<file path="src/design/elqm_pkg.sv">
`default_nettype none

package elqm_pkg;

   // Fixed field widths of the request and response.
   localparam int MODE_W = 2;
   localparam int KEY_W  = 6;
   localparam int TXN_W  = 4;
   localparam int WAIT_W = 8;

   // Default sizing of the block.
   localparam int DEF_NUM_KEYS    = 64;
   localparam int DEF_QUEUE_DEPTH = 8;
   localparam int DEF_NUM_TXNS    = 16;

   typedef enum logic [MODE_W-1:0] {
      MODE_LOCK    = 2'd0,
      MODE_RELEASE = 2'd1,
      MODE_QUERY   = 2'd2
   } mode_type;

   typedef enum logic [2:0] {
      ST_CLEAR,
      ST_IDLE,
      ST_LOOK,
      ST_WUPD,
      ST_DONE
   } state_type;

   typedef struct packed {
      logic [MODE_W-1:0] mode;
      logic [KEY_W-1:0]  key_index;
      logic [TXN_W-1:0]  txn_id;
   } req_type;

   typedef struct packed {
      logic             granted;
      logic             queue_full;
      logic             ready_valid;
      logic [TXN_W-1:0] ready_txn;
      logic             locked;
      logic [TXN_W-1:0] owner_txn;
   } rsp_type;

   typedef struct packed {
      logic found;
      logic front;
   } qstat_type;

endpackage

`default_nettype wire

</file>
<file path="src/design/exclusive_lock_queue_manager.sv">
`default_nettype none

// FIFO exclusive lock manager. Each request names a key and a transaction and
// is a lock request, a release or a status query; each gives exactly one
// response. Per key, the queue of waiting transactions and its length live in
// one synchronous memory word; per transaction, an 8-bit wait count lives in a
// second memory. After reset the block sweeps both memories to zero, over
// max(NUM_KEYS, NUM_TXNS) addresses, and accepts no request during the sweep.
// A lock request, a query, or a release that does not hand the lock over goes
// through the accept cycle, whose closing edge also reads both memories, the
// read-modify-write of the queue word, and the loading of the response
// register, which waits while the output register holds a stalled response.
// A release that hands the lock to the next transaction adds a second
// read-modify-write, of that transaction's wait count, before the loading.
// One request is in work at a time; the next is accepted once the
// response has been loaded into the output register, so a stalled response
// costs nothing until the register is needed again.
module exclusive_lock_queue_manager import elqm_pkg::*; #(
   parameter int NUM_KEYS    = DEF_NUM_KEYS,
   parameter int QUEUE_DEPTH = DEF_QUEUE_DEPTH,
   parameter int NUM_TXNS    = DEF_NUM_TXNS
) (
   input  wire logic    clock,
   input  wire logic    reset,
   input  wire logic    req_valid,
   output logic         req_stall,
   input  wire req_type req_data,
   output logic         rsp_valid,
   input  wire logic    rsp_stall,
   output rsp_type      rsp_data
);

   localparam int KW    = $clog2(NUM_KEYS);
   localparam int TW    = $clog2(NUM_TXNS);
   localparam int LW    = $clog2(QUEUE_DEPTH + 1);
   localparam int EW    = QUEUE_DEPTH * TXN_W;
   localparam int CLR_N = (NUM_KEYS > NUM_TXNS) ? NUM_KEYS : NUM_TXNS;
   localparam int CW    = $clog2(CLR_N);

   // Key and transaction fields reduced modulo the configured counts.
   logic [KW-1:0]    key_tab [2**KEY_W];
   logic [TXN_W-1:0] txn_tab [2**TXN_W];

   for (genvar g = 0; g < 2**KEY_W; g++) begin : g_key_tab
      assign key_tab[g] = KW'(g % NUM_KEYS);
   end
   for (genvar g = 0; g < 2**TXN_W; g++) begin : g_txn_tab
      assign txn_tab[g] = TXN_W'(g % NUM_TXNS);
   end

   // Memories.
   logic [LW+EW-1:0]  key_mem  [NUM_KEYS];
   logic [WAIT_W-1:0] wait_mem [NUM_TXNS];

   logic [LW-1:0]     len_rd_ff;
   logic [EW-1:0]     ent_rd_ff;
   logic [WAIT_W-1:0] wait_rd_ff;

   logic              key_we;
   logic [KW-1:0]     key_wa;
   logic [LW-1:0]     len_wd;
   logic [EW-1:0]     ent_wd;
   logic              wait_we;
   logic [TW-1:0]     wait_wa;
   logic [WAIT_W-1:0] wait_wd;
   logic [TW-1:0]     wait_ra;

   // Control and working registers.
   state_type         state_ff, state_in;
   logic [CW-1:0]     clr_ff, clr_in;
   mode_type          mode_ff, mode_in;
   logic [KW-1:0]     key_ff, key_in;
   logic [TXN_W-1:0]  txn_ff, txn_in;
   logic [TXN_W-1:0]  nxt_ff, nxt_in;
   rsp_type           res_ff, res_in;
   logic              rsp_valid_ff, rsp_valid_in;
   rsp_type           rsp_data_ff, rsp_data_in;

   logic              req_acc;
   logic              rsp_free;
   logic              clr_last;
   logic [EW-1:0]     app_entries;
   logic [EW-1:0]     rel_entries;
   qstat_type         qstat;
   logic              handover;

   assign req_stall = (state_ff != ST_IDLE);
   assign req_acc   = req_valid && !req_stall;
   assign rsp_free  = !rsp_valid_ff || !rsp_stall;
   assign clr_last  = (clr_ff == CW'(CLR_N - 1));
   assign rsp_valid = rsp_valid_ff;
   assign rsp_data  = rsp_data_ff;

   elqm_qword_ops #(
      .QUEUE_DEPTH(QUEUE_DEPTH)
   ) u_qword_ops (
      .entries    (ent_rd_ff),
      .len        (len_rd_ff),
      .txn        (txn_ff),
      .app_entries(app_entries),
      .rel_entries(rel_entries),
      .stat       (qstat)
   );

   // A release of the owner with others still waiting passes the lock on.
   assign handover = (mode_ff == MODE_RELEASE) && qstat.front && (len_rd_ff > LW'(1));

   // Queue memory: one word per key holding the length and the entries, with
   // one write port and one registered read port.
   always_ff @(posedge clock) begin
      if (key_we) begin
         key_mem[key_wa] <= {len_wd, ent_wd};
      end
      {len_rd_ff, ent_rd_ff} <= key_mem[key_tab[req_data.key_index]];
   end

   // Wait count memory.
   always_ff @(posedge clock) begin
      if (wait_we) begin
         wait_mem[wait_wa] <= wait_wd;
      end
      wait_rd_ff <= wait_mem[wait_ra];
   end

   // Next state.
   always_comb begin
      state_in = state_ff;
      case (state_ff)
         ST_CLEAR: begin
            if (clr_last) begin
               state_in = ST_IDLE;
            end
         end
         ST_IDLE: begin
            if (req_acc) begin
               state_in = ST_LOOK;
            end
         end
         ST_LOOK: begin
            state_in = handover ? ST_WUPD : ST_DONE;
         end
         ST_WUPD: begin
            state_in = ST_DONE;
         end
         ST_DONE: begin
            if (rsp_free) begin
               state_in = ST_IDLE;
            end
         end
         default: begin
            state_in = ST_CLEAR;
         end
      endcase
   end

   // Outputs of the sequencer: memory writes, working registers and result.
   always_comb begin
      clr_in       = clr_ff;
      mode_in      = mode_ff;
      key_in       = key_ff;
      txn_in       = txn_ff;
      nxt_in       = nxt_ff;
      res_in       = res_ff;
      rsp_valid_in = rsp_valid_ff;
      rsp_data_in  = rsp_data_ff;
      key_we       = 1'b0;
      key_wa       = key_ff;
      len_wd       = len_rd_ff;
      ent_wd       = ent_rd_ff;
      wait_we      = 1'b0;
      wait_wa      = TW'(txn_ff);
      wait_wd      = wait_rd_ff;
      wait_ra      = TW'(txn_tab[req_data.txn_id]);

      if (rsp_valid_ff && !rsp_stall) begin
         rsp_valid_in = 1'b0;
      end

      case (state_ff)
         ST_CLEAR: begin
            clr_in = clr_ff + CW'(1);
            // The sweep covers the larger memory; the smaller stops early.
            key_we  = ({1'b0, clr_ff} < (CW+1)'(NUM_KEYS));
            key_wa  = clr_ff[KW-1:0];
            len_wd  = '0;
            ent_wd  = '0;
            wait_we = ({1'b0, clr_ff} < (CW+1)'(NUM_TXNS));
            wait_wa = clr_ff[TW-1:0];
            wait_wd = '0;
         end
         ST_IDLE: begin
            if (req_acc) begin
               mode_in = mode_type'(req_data.mode);
               key_in  = key_tab[req_data.key_index];
               txn_in  = txn_tab[req_data.txn_id];
            end
         end
         ST_LOOK: begin
            res_in = '0;
            nxt_in = rel_entries[TXN_W-1:0];
            wait_ra = TW'(rel_entries[TXN_W-1:0]);
            case (mode_ff)
               MODE_LOCK: begin
                  if (len_rd_ff >= LW'(QUEUE_DEPTH)) begin
                     res_in.queue_full = 1'b1;
                  end else begin
                     key_we = 1'b1;
                     len_wd = len_rd_ff + LW'(1);
                     ent_wd = app_entries;
                     if (len_rd_ff == '0) begin
                        res_in.granted = 1'b1;
                     end else if (wait_rd_ff != '1) begin
                        wait_we = 1'b1;
                        wait_wd = wait_rd_ff + WAIT_W'(1);
                     end
                  end
               end
               MODE_RELEASE: begin
                  if (qstat.found) begin
                     key_we = 1'b1;
                     len_wd = len_rd_ff - LW'(1);
                     ent_wd = rel_entries;
                  end
               end
               MODE_QUERY: begin
                  if (len_rd_ff != '0) begin
                     res_in.locked    = 1'b1;
                     res_in.owner_txn = ent_rd_ff[TXN_W-1:0];
                  end
               end
               default: begin
                  res_in = '0;
               end
            endcase
         end
         ST_WUPD: begin
            // The new owner waits for one holder fewer.
            if (wait_rd_ff != '0) begin
               wait_we = 1'b1;
               wait_wa = TW'(nxt_ff);
               wait_wd = wait_rd_ff - WAIT_W'(1);
               if (wait_rd_ff == WAIT_W'(1)) begin
                  res_in.ready_valid = 1'b1;
                  res_in.ready_txn   = nxt_ff;
               end
            end
         end
         ST_DONE: begin
            if (rsp_free) begin
               rsp_valid_in = 1'b1;
               rsp_data_in  = res_ff;
            end
         end
         default: begin
            clr_in = '0;
         end
      endcase
   end

   always_ff @(posedge clock) begin
      if (reset) begin
         state_ff     <= ST_CLEAR;
         clr_ff       <= '0;
         rsp_valid_ff <= 1'b0;
      end else begin
         state_ff     <= state_in;
         clr_ff       <= clr_in;
         rsp_valid_ff <= rsp_valid_in;
      end
   end

   always_ff @(posedge clock) begin
      mode_ff     <= mode_in;
      key_ff      <= key_in;
      txn_ff      <= txn_in;
      nxt_ff      <= nxt_in;
      res_ff      <= res_in;
      rsp_data_ff <= rsp_data_in;
   end

`ifndef SYNTHESIS
   // A response never both grants and refuses a lock.
   a_grant_full: assert property (@(posedge clock) disable iff (reset)
      rsp_valid |-> !(rsp_data.granted && rsp_data.queue_full))
      else $error("granted and queue_full both set");

   // A ready report comes only from a release, never with lock or query fields.
   a_ready_alone: assert property (@(posedge clock) disable iff (reset)
      (rsp_valid && rsp_data.ready_valid) |-> (!rsp_data.granted && !rsp_data.locked))
      else $error("ready report mixed with other fields");

   // No request is taken while the memories are being swept.
   a_no_accept_clear: assert property (@(posedge clock) disable iff (reset)
      (state_ff == ST_CLEAR) |-> req_stall)
      else $error("request accepted during clearing sweep");

   // A stored queue length never exceeds the queue depth.
   a_len_bound: assert property (@(posedge clock) disable iff (reset)
      (state_ff == ST_LOOK) |-> (len_rd_ff <= LW'(QUEUE_DEPTH)))
      else $error("queue length out of range");
`endif

endmodule

`default_nettype wire

</file>
<file path="src/design/elqm_qword_ops.sv">
`default_nettype none

// Edits of one key's queue word: append at the tail, and removal of the first
// entry of a transaction with the later entries moved down by one slot.
module elqm_qword_ops import elqm_pkg::*; #(
   parameter int QUEUE_DEPTH = DEF_QUEUE_DEPTH,
   localparam int LW = $clog2(QUEUE_DEPTH + 1),
   localparam int PW = $clog2(QUEUE_DEPTH),
   localparam int EW = QUEUE_DEPTH * TXN_W
) (
   input  wire logic [EW-1:0]    entries,
   input  wire logic [LW-1:0]    len,
   input  wire logic [TXN_W-1:0] txn,
   output logic      [EW-1:0]    app_entries,
   output logic      [EW-1:0]    rel_entries,
   output qstat_type             stat
);

   logic          found;
   logic [PW-1:0] pos;

   always_comb begin
      found = 1'b0;
      pos   = '0;
      for (int i = QUEUE_DEPTH - 1; i >= 0; i--) begin
         if ((LW'(i) < len) && (entries[i*TXN_W +: TXN_W] == txn)) begin
            found = 1'b1;
            pos   = PW'(i);
         end
      end
   end

   always_comb begin
      for (int i = 0; i < QUEUE_DEPTH; i++) begin
         app_entries[i*TXN_W +: TXN_W] = (LW'(i) == len) ? txn : entries[i*TXN_W +: TXN_W];
         if ((i < int'(pos)) || (i + 1 >= QUEUE_DEPTH)) begin
            rel_entries[i*TXN_W +: TXN_W] = entries[i*TXN_W +: TXN_W];
         end else begin
            rel_entries[i*TXN_W +: TXN_W] = entries[(i+1)*TXN_W +: TXN_W];
         end
      end
   end

   assign stat.found = found;
   assign stat.front = found && (pos == '0);

endmodule

`default_nettype wire

</file>
<file path="config.mk">
export PLATFORM = sky130hd
export DESIGN_NAME = exclusive_lock_queue_manager
export DESIGN_NICKNAME = d
export VERILOG_FILES = /design/src/design/elqm_pkg.sv /design/src/design/exclusive_lock_queue_manager.sv /design/src/design/elqm_qword_ops.sv
export SDC_FILE = /design/constraint.sdc
export NUM_CORES = 2
export LEC_CHECK = 0
export BUFFER_PORTS_ARGS = -buffer_cell sky130_fd_sc_hd__buf_2
export CAP_MARGIN = 20
export CORE_ASPECT_RATIO = 1.75
export CORE_MARGIN = 4
export CORE_UTILIZATION = 45
export CTS_CLUSTER_SIZE = 28
export DETAILED_ROUTE_END_ITERATION = 6
export SLEW_MARGIN = 25
export SYNTH_ARGS = -nofsm -noshare
export SYNTH_HDL_FRONTEND = slang
export SYNTH_SLANG_ARGS = --single-unit
</file>
<file path="constraint.sdc">
create_clock -name clock -period 6.2 [get_ports clock]
set_input_delay 1.24 -clock clock [delete_from_list [all_inputs] [get_ports clock]]
set_output_delay 1.24 -clock clock [all_outputs]
set_load 0.01 [all_outputs]
</file>
==> results.md <==
* Status: finished clean
* Initial antenna violation count at 11
* Drt drc at 0
* Fillers at 16900
* Final non-filler cell total at 7509
* RD Place Congestion at 0.902
* Synth warnings at 0
* Max Cap Viol at 0
* Pwr Density at 303 nW/um^2
* WL/cell at 32.3 um
* Mapped Cells at 4276
* Unrepaired setup endpoints after global routing: false
* Vias per inst at 5.99
* DP HPWL at 158000 um
* Worst Max-Slew Pin Slew at ~1000 ps
* Post-synth ARST share at 0%
* Fmax at 193 MHz
* H-Tree Depth at 4
* Arrival time at the worst endpoint at 5680 ps
* Worst Path Buf+Inv at 2
* Gr usage total at about 22%
* Mapped cell area at 98100 sq um
* Top cell by count, worst path: nor2_1
* DIE HEIGHT at 626 um
* Worst slew margin at 29.9%
* Via count at 45000
* Final ANT Viol Nets at 0
* Dpl ws at 1170 ps
* Clock slew at reported path FFs at 60 ps
* Vias in the first global route at 47100
* CP peak stage delay at 770 ps
* Post-CTS resize count at 0
* Nets at 4507
* Synthesis-stage register bit count at ~2500
* Cell taking the most area after synthesis: edfxtp_1
* Crit path cell chain: inv_1, ha_1, o21a_1, or4_1, nand4_1, nor2_1, nor2_1, o31ai_1, nor2b_1, nand2_1, nor2_4, buf_12
* Crit start category: flip-flop
* Drt first pass iters at 5
* Final period utilization at around 84%
* Share of layout cells above drive strength 1 at 30.4%
* CP Max Fanout at 20
* Post-synthesis sequential area ratio at between 70% and 80%
* Initial Util at 45.3%
* Initial detailed-routing violation count at 4230
* VDD IR max at about 230 uV
* Crit path max-delay family: simple AND/OR/NAND/NOR gates
* Post-synth top flop: edfxtp_1
* Io pins at 30
* Die Width at around 360 um
* Wirelength, routed at 242000 um
* Pin count of the biggest net entering global routing at 106
* TritonCTS clock tree: yes
* TritonCTS Buffers at 217
* CTS root buf: clkbuf_16
* Post-Syn Nets at 4300
* Leakage power at between 30 and 40 nW
* Placed insts at slightly above 7000
* # Post-CTS Setup Buffers at 0
* Final Hold Viols at 0
* Number of enable flip-flop cells after synthesis at 2472
* Synth cell types at 72
* Grt ovf at 0
* Clock sinks at 2526
* First-pass GRT wire length at 350000 um
* Layout area overhead at 13.0%
* Core Rows at between 200 and 250
* Required @ worst endpoint at 6700 ps
* Sum Neg Setup Slack at 0 ps
* Final Critical Period at 5190 ps
* Clk_lat worst skew at 880 ps
* Critical path class: reg2reg
* IO buf count at 29
* CTS Hold Bufs at 0
* Core Region at 217000 sq um
* Top cell type's share of synthesized area at approximately three quarters
* Syn_area_per_cell at 22.9 sq um
* CP endpoint kind: flip-flop
* Die ar. at roughly 230000 sq um
* Hold Path Class: reg2reg
* Clock skew at 79.4 ps
* Final WS setup at 1010 ps
* Max clock buf depth at 4
* Synth top area cells: edfxtp_1 (76%), mux4_2 (17%), dfxtp_1 (1.1%)
* Final count of pins violating max slew at 0
* Slowest-stage cell, CP: nor2_4
* Count of final setup violators at 0
==> layout make-up <==
type / count / area (sq um) / area share (%)
clock buffers: 278 / 5860 / 5.29
repair buffers: 215 / 2340 / 2.11
inverters: 20 / 75.1 / 0.0678
multi-input cells: 1503 / 22600 / 20.4
clock inverters: 111 / 1040 / 0.940
flip-flops and latches: 2526 / 75300 / 68.0
diodes: 6 / 15.0 / 0.0136
well taps: 2850 / 3570 / 3.22
==> cell families after synthesis <==
| kind of cell | after synthesis | synth area share (%) |
|---|---|---|
| xor gates and xnor gates | 34 | 0.304 |
| adders and majority gates | 8 | 0.102 |
| AOI/OAI and AO/OA | 272 | 1.87 |
| buffers and inverters | 247 | 1.08 |
| and+or+nand+nor | 355 | 1.76 |
| muxes | 834 | 18.1 |
| DFF | 2526 | 76.8 |
==> sequential cells by signal, summed over array words and instances (netlist names) <==
register and cells:
clr_ff 6, wait_rd_ff 8, rsp_data 12, wait_mem 128
res_ff 12, len_rd_ff 4, txn_ff 4, key_mem 2304
ent_rd_ff 32, key_ff 6, rsp_valid 1, state_ff 3
mode_ff 2, nxt_ff 4
==> per-stage QoR <==
| stage | utilization (%) | instance area [sq um] | power (W) | hold slack (ps) |
|---|---|---|---|---|
| 4_1_cts | 51.1 | 111000 | 0.0339 | 425 |
| 5_1_grt | 51.1 | 111000 | 0.0346 | 434 |
| 6_report | 51.1 | 111000 | 0.0336 | 422 |
| 3_5_place_dp | 47.9 | 104000 | 0.0205 | 405 |
| 2_1_floorplan | - | 98100 | 0.0200 | 400 |
| 3_3_place_gp | 47.9 | 104000 | 0.0205 | 402 |
==> cells in the final DEF (no fill, tap or decap), types with 26 or more instances in the layout <==
cell       count
mux4_2       747
nor2_1        60
o21ai_4       26
clkinv_1      43
o221ai_1      26
nor2_4        65
clkbuf_1      47
a21oi_1       63
dfxtp_1       54
mux2i_1       50
clkinv_2      36
o21ai_0       51
clkbuf_16    222
buf_4        132
buf_12        49
nand2_1      103
edfxtp_1    2472
==> cell usage after synthesis (6+ instances only) <==
master     number
a21oi_1        69
a221oi_1        8
a22o_1         12
a31oi_1         8
and2_1          9
and3_1          6
buf_1          73
buf_2           8
clkbuf_1      134
dfxtp_1        54
edfxtp_1     2472
ha_1            8
inv_1          19
mux2_1         15
mux2_2         22
mux2i_1        50
mux4_2        747
nand2_1       103
nand2b_1       11
nand3_1        20
nand3b_1        6
nand4_1         7
nor2_1        126
nor3_1         22
nor4_1         11
nor4_2          9
o21ai_0        77
o221ai_1       26
o22a_1          9
o22ai_1         7
o2bb2ai_1      24
xnor2_1        14
xor2_1         20
==> metal layers <==
layer / share of wire, % / vias up / track usage (%)
met4: 3.2 / 6 / 6.59
met1: 36 / 24500 / 25.5
met3: 4.4 / 405 / 2.50
met5: 0.016 / - / 0
li1: - / 18700 / -
met2: 57 / 1316 / 40.8
==> path summary, 6_finish.rpt <==
path	cells past startpoint	start	slack (ps)	endpoint
worst max-delay path	12	len_rd_ff[1]	1010	key_mem[58][13]
worst min-delay path	0	res_ff[6]	420	rsp_data[6]
worst min register to register	0	res_ff[6]	420	rsp_data[6]
worst max register to register	12	len_rd_ff[1]	1010	key_mem[58][13]
==> power by group <==
part,switching (W),internal [W],leakage (nW)
clock network,0.00598,0.00745,3.37
registers,0.000112,0.0186,20.2
logic,0.000815,0.000584,7.28
==> worst reg2reg max path, delay by kind of cell (launching register included) <==
kind / cells / cell delay, ps
AND/OR/NAND/NOR: 7 / 3140
flip-flops: 1 / 550
buffers and inverters: 2 / 460
AO/OA/AOI/OAI: 2 / 350
adder cells (fa/ha/maj): 1 / 300
Power figures use the tool's default switching activity.
